`src/rtl/mmrope_pkg.sv`:
```
// ----------------------------------------------------------------------------
// mmrope_pkg
// Word types and codes for the multimodal rotary position generator.
// ----------------------------------------------------------------------------
`default_nettype none

package mmrope_pkg;

	localparam int GRID_FIELD_W = 11;
	localparam int POS_W        = 31;
	localparam int DELTA_W      = 32;
	localparam int TOKEN_W      = 32;

	localparam logic [1:0] MODE_TEXT  = 2'd0;
	localparam logic [1:0] MODE_IMAGE = 2'd1;
	localparam logic [1:0] MODE_END   = 2'd2;
	localparam logic [1:0] MODE_GEN   = 2'd3;

	localparam logic [1:0] ST_OK       = 2'd0;
	localparam logic [1:0] ST_GRID     = 2'd1;
	localparam logic [1:0] ST_MISMATCH = 2'd2;
	localparam logic [1:0] ST_OVERFLOW = 2'd3;

	typedef struct packed {
		logic [1:0]              mode;
		logic                    run_first;
		logic [GRID_FIELD_W-1:0] grid_rows;
		logic [GRID_FIELD_W-1:0] grid_cols;
	} tok_t;

	typedef struct packed {
		logic [POS_W-1:0]          pos_time;
		logic [POS_W-1:0]          pos_row;
		logic [POS_W-1:0]          pos_col;
		logic signed [DELTA_W-1:0] delta_out;
		logic [1:0]                status;
	} pos_t;

endpackage

`default_nettype wire

```
`src/rtl/multimodal_rope_position_generator_top.sv`:
```
// ----------------------------------------------------------------------------
// multimodal_rope_position_generator_top
// Three-axis rotary position ids for a mixed text/image token stream.
// ----------------------------------------------------------------------------
//  channel | dir | handshake            | word
//  tok     | in  | tok_valid/tok_ready  | mmrope_pkg::tok_t (mode, grid)
//  pos     | out | pos_valid/pos_ready  | mmrope_pkg::pos_t (t/h/w, delta)
//
//  One word per cycle while pos_ready is high, via input register and result
//  register. The running state updates as the word leaves the input register.
//  tok_ready drops only while both registers are full and pos_ready is low.
//  Reset clears all state: base 0, no position seen, offset 0, no image run.
// ----------------------------------------------------------------------------
`default_nettype none

module multimodal_rope_position_generator_top #(
	parameter int MERGE_SIZE = 2,
	parameter int GRID_MAX   = 1024
) (
	input  wire logic             clk,
	input  wire logic             arst_n,
	input  wire logic             tok_valid,
	output logic                  tok_ready,
	input  wire mmrope_pkg::tok_t tok,
	output logic                  pos_valid,
	input  wire logic             pos_ready,
	output mmrope_pkg::pos_t      pos
);
	import mmrope_pkg::*;

	localparam int MW_RAW = $clog2(GRID_MAX / MERGE_SIZE + 1);
	localparam int MW     = (MW_RAW < 1) ? 1 : MW_RAW;
	// divide by merge size as multiply by a scaled reciprocal
	localparam int RSH    = 18;
	localparam int RW     = RSH + 1;
	localparam int RECIP  = (2 ** RSH + MERGE_SIZE - 1) / MERGE_SIZE;
	localparam int PW     = GRID_FIELD_W + RW;
	localparam int QW     = PW - RSH;

	localparam logic [TOKEN_W:0] BASE_LIMIT = 33'h0_8000_0000;

	// input stage
	tok_t tok_s1;
	logic v_s1;
	logic adv;

	// running state
	logic [31:0]            base_q;
	logic [31:0]            maxp1_q;   // largest position + 1, 0 when none
	logic [TOKEN_W-1:0]     tokens_q;
	logic signed [31:0]     rope_q;
	logic                   in_image_q;
	logic [MW-1:0]          row_q, col_q, mr_q, mc_q;

	// next state
	logic [31:0]            base_d, maxp1_d;
	logic [TOKEN_W-1:0]     tokens_d;
	logic signed [31:0]     rope_d;
	logic                   in_image_d;
	logic [MW-1:0]          row_d, col_d, mr_d, mc_d;
	pos_t                   res;

	// result register
	pos_t pos_q;
	logic pos_valid_q;

	// grid decode
	logic [PW-1:0]  prod_r, prod_c;
	logic [QW-1:0]  q_r, q_c;
	logic [QW+2:0]  back_r, back_c;
	logic           ok_r, ok_c;
	logic [MW-1:0]  mr_new, mc_new;

	// datapath temporaries
	logic [MW-1:0]        mr_e, mc_e, row_e, col_e, side_e;
	logic [MW:0]          col_inc, row_inc;
	logic [TOKEN_W:0]     img_end;
	logic                 tok_full;
	logic signed [33:0]   d34, p34;
	logic [31:0]          cand;

	assign adv       = v_s1 && (!pos_valid_q || pos_ready);
	assign tok_ready = !v_s1 || adv;
	assign pos_valid = pos_valid_q;
	assign pos       = pos_q;

	assign prod_r = PW'(tok_s1.grid_rows) * PW'(RECIP);
	assign prod_c = PW'(tok_s1.grid_cols) * PW'(RECIP);
	assign q_r    = prod_r[PW-1:RSH];
	assign q_c    = prod_c[PW-1:RSH];
	assign back_r = (QW+3)'(q_r) * (QW+3)'(MERGE_SIZE);
	assign back_c = (QW+3)'(q_c) * (QW+3)'(MERGE_SIZE);
	assign ok_r   = (tok_s1.grid_rows != '0)
		&& (32'(tok_s1.grid_rows) <= 32'(GRID_MAX))
		&& (back_r == (QW+3)'(tok_s1.grid_rows));
	assign ok_c   = (tok_s1.grid_cols != '0)
		&& (32'(tok_s1.grid_cols) <= 32'(GRID_MAX))
		&& (back_c == (QW+3)'(tok_s1.grid_cols));
	assign mr_new = q_r[MW-1:0];
	assign mc_new = q_c[MW-1:0];
	assign tok_full = &tokens_q;

	always_comb begin
		base_d     = base_q;
		maxp1_d    = maxp1_q;
		tokens_d   = tokens_q;
		rope_d     = rope_q;
		in_image_d = in_image_q;
		row_d      = row_q;
		col_d      = col_q;
		mr_d       = mr_q;
		mc_d       = mc_q;
		res        = '0;
		mr_e       = tok_s1.run_first ? mr_new : mr_q;
		mc_e       = tok_s1.run_first ? mc_new : mc_q;
		row_e      = tok_s1.run_first ? '0 : row_q;
		col_e      = tok_s1.run_first ? '0 : col_q;
		side_e     = (mr_e > mc_e) ? mr_e : mc_e;
		col_inc    = {1'b0, col_e} + (MW+1)'(1);
		row_inc    = {1'b0, row_e} + (MW+1)'(1);
		img_end    = {1'b0, base_q} + (TOKEN_W+1)'(side_e);
		d34        = (tokens_q == '0) ? 34'sd0
			: $signed({2'b00, maxp1_q}) - $signed({2'b00, tokens_q});
		p34        = $signed({2'b00, tokens_q}) + 34'(rope_q);
		cand       = '0;

		case (tok_s1.mode)
			MODE_TEXT: begin
				if (in_image_q) begin
					res.status = ST_MISMATCH;
				end else if (base_q[31] || tok_full) begin
					res.status = ST_OVERFLOW;
				end else begin
					cand         = base_q + 32'd1;
					maxp1_d      = (cand > maxp1_q) ? cand : maxp1_q;
					base_d       = cand;
					tokens_d     = tokens_q + 32'd1;
					res.pos_time = base_q[POS_W-1:0];
					res.pos_row  = base_q[POS_W-1:0];
					res.pos_col  = base_q[POS_W-1:0];
				end
			end
			MODE_IMAGE: begin
				if (tok_s1.run_first && in_image_q) begin
					res.status = ST_MISMATCH;
				end else if (tok_s1.run_first && !(ok_r && ok_c)) begin
					res.status = ST_GRID;
				end else if (tok_s1.run_first && img_end > BASE_LIMIT) begin
					res.status = ST_OVERFLOW;
				end else if (!tok_s1.run_first && !in_image_q) begin
					res.status = ST_MISMATCH;
				end else if (tok_full) begin
					res.status = ST_OVERFLOW;
				end else begin
					tokens_d     = tokens_q + 32'd1;
					mr_d         = mr_e;
					mc_d         = mc_e;
					in_image_d   = 1'b1;
					res.pos_time = base_q[POS_W-1:0];
					res.pos_row  = POS_W'(base_q + 32'(row_e));
					res.pos_col  = POS_W'(base_q + 32'(col_e));
					if (col_inc >= {1'b0, mc_e}) begin
						col_d = '0;
						if (row_inc >= {1'b0, mr_e}) begin
							// run done: base steps by the larger merged side
							cand       = img_end[31:0];
							maxp1_d    = (cand > maxp1_q) ? cand : maxp1_q;
							base_d     = cand;
							row_d      = '0;
							in_image_d = 1'b0;
						end else begin
							row_d = row_inc[MW-1:0];
						end
					end else begin
						row_d = row_e;
						col_d = col_inc[MW-1:0];
					end
				end
			end
			MODE_END: begin
				if (in_image_q) begin
					res.status = ST_MISMATCH;
				end else if (d34[33:31] != 3'b000 && d34[33:31] != 3'b111) begin
					res.status = ST_OVERFLOW;
				end else begin
					rope_d        = d34[31:0];
					res.delta_out = d34[31:0];
				end
			end
			MODE_GEN: begin
				if (in_image_q) begin
					res.status = ST_MISMATCH;
				end else if (tok_full || p34[33:31] != 3'b000) begin
					res.status = ST_OVERFLOW;
				end else begin
					tokens_d     = tokens_q + 32'd1;
					res.pos_time = p34[POS_W-1:0];
					res.pos_row  = p34[POS_W-1:0];
					res.pos_col  = p34[POS_W-1:0];
				end
			end
			default: begin
				res.status = ST_MISMATCH;
			end
		endcase

		// any error drops an open run and nothing else
		if (res.status != ST_OK) begin
			in_image_d = 1'b0;
		end
	end

	always_ff @(posedge clk or negedge arst_n) begin
		if (!arst_n) begin
			v_s1 <= 1'b0;
		end else if (tok_valid && tok_ready) begin
			v_s1 <= 1'b1;
		end else if (adv) begin
			v_s1 <= 1'b0;
		end
	end

	always_ff @(posedge clk) begin
		if (tok_valid && tok_ready) begin
			tok_s1 <= tok;
		end
	end

	always_ff @(posedge clk or negedge arst_n) begin
		if (!arst_n) begin
			base_q     <= '0;
			maxp1_q    <= '0;
			tokens_q   <= '0;
			rope_q     <= '0;
			in_image_q <= 1'b0;
			row_q      <= '0;
			col_q      <= '0;
			mr_q       <= '0;
			mc_q       <= '0;
		end else if (adv) begin
			base_q     <= base_d;
			maxp1_q    <= maxp1_d;
			tokens_q   <= tokens_d;
			rope_q     <= rope_d;
			in_image_q <= in_image_d;
			row_q      <= row_d;
			col_q      <= col_d;
			mr_q       <= mr_d;
			mc_q       <= mc_d;
		end
	end

	always_ff @(posedge clk or negedge arst_n) begin
		if (!arst_n) begin
			pos_valid_q <= 1'b0;
		end else if (adv) begin
			pos_valid_q <= 1'b1;
		end else if (pos_ready) begin
			pos_valid_q <= 1'b0;
		end
	end

	always_ff @(posedge clk) begin
		if (adv) begin
			pos_q <= res;
		end
	end

`ifndef NO_ASSERTIONS
	a_err_clean: assert property (@(posedge clk) disable iff (!arst_n)
		(pos_valid_q && pos_q.status != ST_OK) |-> (pos_q.pos_time == '0
			&& pos_q.pos_row == '0 && pos_q.pos_col == '0 && pos_q.delta_out == '0))
		else $error("error word carries a position or offset");

	a_run_bounds: assert property (@(posedge clk) disable iff (!arst_n)
		in_image_q |-> (row_q < mr_q && col_q < mc_q))
		else $error("image walk counter beyond merged grid");

	a_base_order: assert property (@(posedge clk) disable iff (!arst_n)
		(maxp1_q <= base_q) && ({1'b0, base_q} <= BASE_LIMIT))
		else $error("base below largest position or past limit");

	a_text_step: assert property (@(posedge clk) disable iff (!arst_n)
		(adv && tok_s1.mode == MODE_TEXT && res.status == ST_OK)
			|=> base_q == $past(base_q) + 32'd1)
		else $error("text word did not advance base by one");
`endif

endmodule

`default_nettype wire

```
`config.mk`:
```
export PLATFORM = sky130hd
export DESIGN_NAME = multimodal_rope_position_generator_top
export DESIGN_NICKNAME = d
export VERILOG_FILES = /design/src/rtl/mmrope_pkg.sv /design/src/rtl/multimodal_rope_position_generator_top.sv
export SDC_FILE = /design/constraint.sdc
export NUM_CORES = 1
export LEC_CHECK = 0
export BUFFER_PORTS_ARGS = -buffer_cell sky130_fd_sc_hd__clkbuf_2
export CAP_MARGIN = 20
export CORE_MARGIN = 1
export CORE_UTILIZATION = 43
export CTS_BUF_LIST = sky130_fd_sc_hd__clkbuf_4
export DETAILED_ROUTE_END_ITERATION = 10
export GPL_ROUTABILITY_DRIVEN = 0
export PLACE_DENSITY = 0.63
export RECOVER_POWER = 25
export SLEW_MARGIN = 0
export SYNTH_ARGS = -nofsm -noshare
export SYNTH_HDL_FRONTEND = slang
export SYNTH_SLANG_ARGS = --single-unit
```
`constraint.sdc`:
```
create_clock -name clk -period 18 [get_ports clk]
set_clock_uncertainty 0.2 [all_clocks]
set_input_delay 3.6 -clock clk [delete_from_list [all_inputs] [get_ports clk]]
set_output_delay 3.6 -clock clk [all_outputs]
set_load 0.02 [all_outputs]
```
==> flow_metrics.py <==
metrics = {
    "outcome": {
        "status": "complete, but fails checks",
        "violations": "max-capacitance violations, max-slew violations",
    },
    "power_and_ir_drop": {
        "power_mw": 3.93,
        "cellPowerDensity_mw_per_mm2": 154,
        "ir_drop_mv": 0.0592,
        "leakagePower_nw": 11.6,
        "p_switching_mw": 1.78,
        "combPwrFrac_pct": 50.3,
        "p_clk_share_pct": 19.3,
        "switching_share_pct": 45.2,
        "internal-power_mw": 2.15,
        "pwr-share-seq_pct": 30.4,
    },
    "worst_setup_path": {
        "critPathArrivalTime_ns": 9.25,
        "cp_slowest_cell": "clkbuf_1",
        "crit_chain": "clkbuf_1 > clkbuf_1 > buf_4",
        "worst_ep_required_time_ns": 18.61,
        "reg2reg_depth": 24,
        "cp-end-kind": "async pin",
        "crit_type": "in -> async",
        "start_kind": "input pin",
        "path_max_fanout": 89,
        "cp.depth": 3,
        "crit_path_frequent_cell": "clkbuf_1",
        "crit_buf_inv": 3,
        "slowest_delay_ns": 3.82,
        "critPathTopFamily": "buffers and inverters",
    },
    "clocking": {
        "insertion_delay_ns": 0.88,
        "cts.clk_slew.worst_paths_ns": 0.06,
        "ctsHtreeMaxLevel": 3,
        "clock-root-buffer": "clkbuf_4",
        "hold_buffers": 0,
        "cts_buffers": 94,
        "clockBufferDepth": 3,
        "clock-sinks": 323,
        "cts_tree": "yes",
        "cts-resized-gates": 0,
        "post_cts_buffers": 0,
    },
    "timing": {
        "whs_ns": 0.283,
        "fin_crit_sh_pct": 48.0,
        "fmaxAchievable_mhz": 116,
        "hold_viol_final": 0,
        "rsz0062_at_grt": "false",
        "tns_ns": 0,
        "timing.slew.headroom_pct": -261,
        "slew_viol_final": 171,
        "fin_crit_ns": 8.64,
        "tightest_slew_ns": 5.42,
        "setup_viol": 0,
    },
    "routing": {
        "drc_errors": 0,
        "routed_wl_um": 71000,
        "wire_per_inst_um": 21.0,
        "vias": 19600,
        "viasPerCell": 5.81,
        "drt_iter0_drc": 1747,
        "drtPass1Iterations": 8,
        "ant_nets": 0,
    },
    "placed_design": {
        "hpwl_um": 53000,
        "io_buffers": 157,
        "postPlaceCellArea_mm2": 0.0242,
    },
    "die": {
        "die_w_um": 232,
        "dieArea_mm2": 0.0539,
        "die_h_um": 232,
        "initial_utilization_pct": 43.5,
        "ios": 158,
        "core_mm2": 0.0524,
        "fp-row-count": 84,
    },
    "finish": {
        "fin_area_mm2": 0.0255,
        "layout_common_cells": "nand2_1 (230), nor2_1 (212), ha_1 (194), dfrtp_1 (171), o21ai_0 (166)",
        "final_common_cell": "nand2_1",
        "final_layout_size_suffix_gt1_share_pct": 14.6,
        "final_nets": 2834,
        "fill_cells": 5012,
        "area_growth_pct": 12.1,
    },
    "synthesis": {
        "synth_edf_count": 152,
        "synth_fp_nets": 2667,
        "synthesis.area_mm2": 0.0228,
        "synth-seq-area-share_pct": 38.8,
        "ys_warn_count": 0,
        "synth_area_per_cell_um2": 9.35,
        "async_reset_ff_share_pct": 52.9,
        "synth_cells": 2439,
        "synth_top_flop_cell": "dfrtp_1",
        "synth_cell_types": 75,
        "synth-seq-cells": 323,
    },
    "grt": {
        "grt_start_max_net_pins": 103,
        "first_global_vias": 19200,
        "grt_usage_pct": 26.3,
        "grt_pass1_wl_um": 109000,
        "grt_overflow": 0,
        "antenna_found_initial": 1,
    },
    "job": {
        "cap_violations": 3,
    },
    "worst_hold_path": {
        "worstHoldPathCells": 2,
        "min_path_type": "reg -> reg",
    },
}
-- through the flow --
step                      utilization [%]  cells  setup slack (ns)
final                                48.7   3376              9.36
after CTS                            48.6   3372              9.86
after floorplan                         -   2439              9.98
after global routing                 48.7   3376              8.32
after detailed placement             46.1   3195              9.92
after global placement               46.1   3195             10.05
-- worst paths after layout --
check	from	to	slack, ns
worst max-delay path	arst_n	v_s1	9.36
worst min-delay path	mr_q[8]	mr_q[8]	0.28
worst max register to register	tok_s1[22]	maxp1_q[0]	9.78
worst min register to register	mr_q[8]	mr_q[8]	0.28
max in group clk	tok_s1[22]	maxp1_q[0]	9.78
min in group asynchronous	arst_n	tokens_q[30]	2.59
-- tightest hold or removal path, delay by kind of cell, from the launching register on --
kind	cells	cell delay, ns
DFF	1	0.34
AOI/OAI and AO/OA	1	0.06
and+or+nand+nor	1	0.04
-- cell usage after synthesis (all sizes together), types with 75 or more instances --
master	n	area (µm²)
nor2	213	800
clkbuf	80	300
dfrtp	171	4280
a21oi	119	596
nand3	75	375
nand2	231	870
o21ai	172	865
a21o	92	691
xnor2	145	1270
edfxtp	152	4560
inv	110	413
xor2	75	657
ha	194	2430
-- flip-flops by register name, summed over array words and instances (netlist names), 10 cells and up --
name      flops
col_q        10
row_q        10
mr_q         10
mc_q         10
base_q       32
maxp1_q      32
rope_q       32
pos         127
tok_s1       25
tokens_q     32
-- cell type report --
class	instances	area, µm²	area share [%]
diodes	1	2.50	0.00980
multi-input cells	1896	13100	51.4
clock buffers	138	1040	4.06
clock inverters	39	274	1.07
inverters	111	418	1.64
well taps	688	861	3.37
repair buffers	180	988	3.87
flip-flops and latches	323	8840	34.6
-- power groups by stage --
stage	Sequential (mW)	Clock [mW]	Combinational, mW
3_3_place_gp	1.20	0	1.90
6_report	1.20	0.758	1.98
2_1_floorplan	1.13	0	1.40
3_5_place_dp	1.21	0	1.94
4_1_cts	1.19	0.779	1.96
5_1_grt	1.21	0.817	2.17
-- cell families after synthesis --
group / share of synthesized area [%]
compound gates: 16.5
xor+xnor: 8.45
fa+ha+maj: 11.1
buf+inv: 3.80
flops: 38.8
mux: 4.70
simple gates: 16.7
-- layer usage --
| layer | track usage (%) | share of wire [%] | up-vias |
|---|---|---|---|
| li1 | - | - | 9227 |
| met3 | 4.25 | 7.0 | 193 |
| met2 | 41.4 | 46 | 857 |
| met1 | 34.1 | 42 | 9334 |
| met5 | 0 | 0 | - |
| met4 | 15.6 | 5.5 | 0 |
No activity file was read; power rests on OpenSTA's default activity.
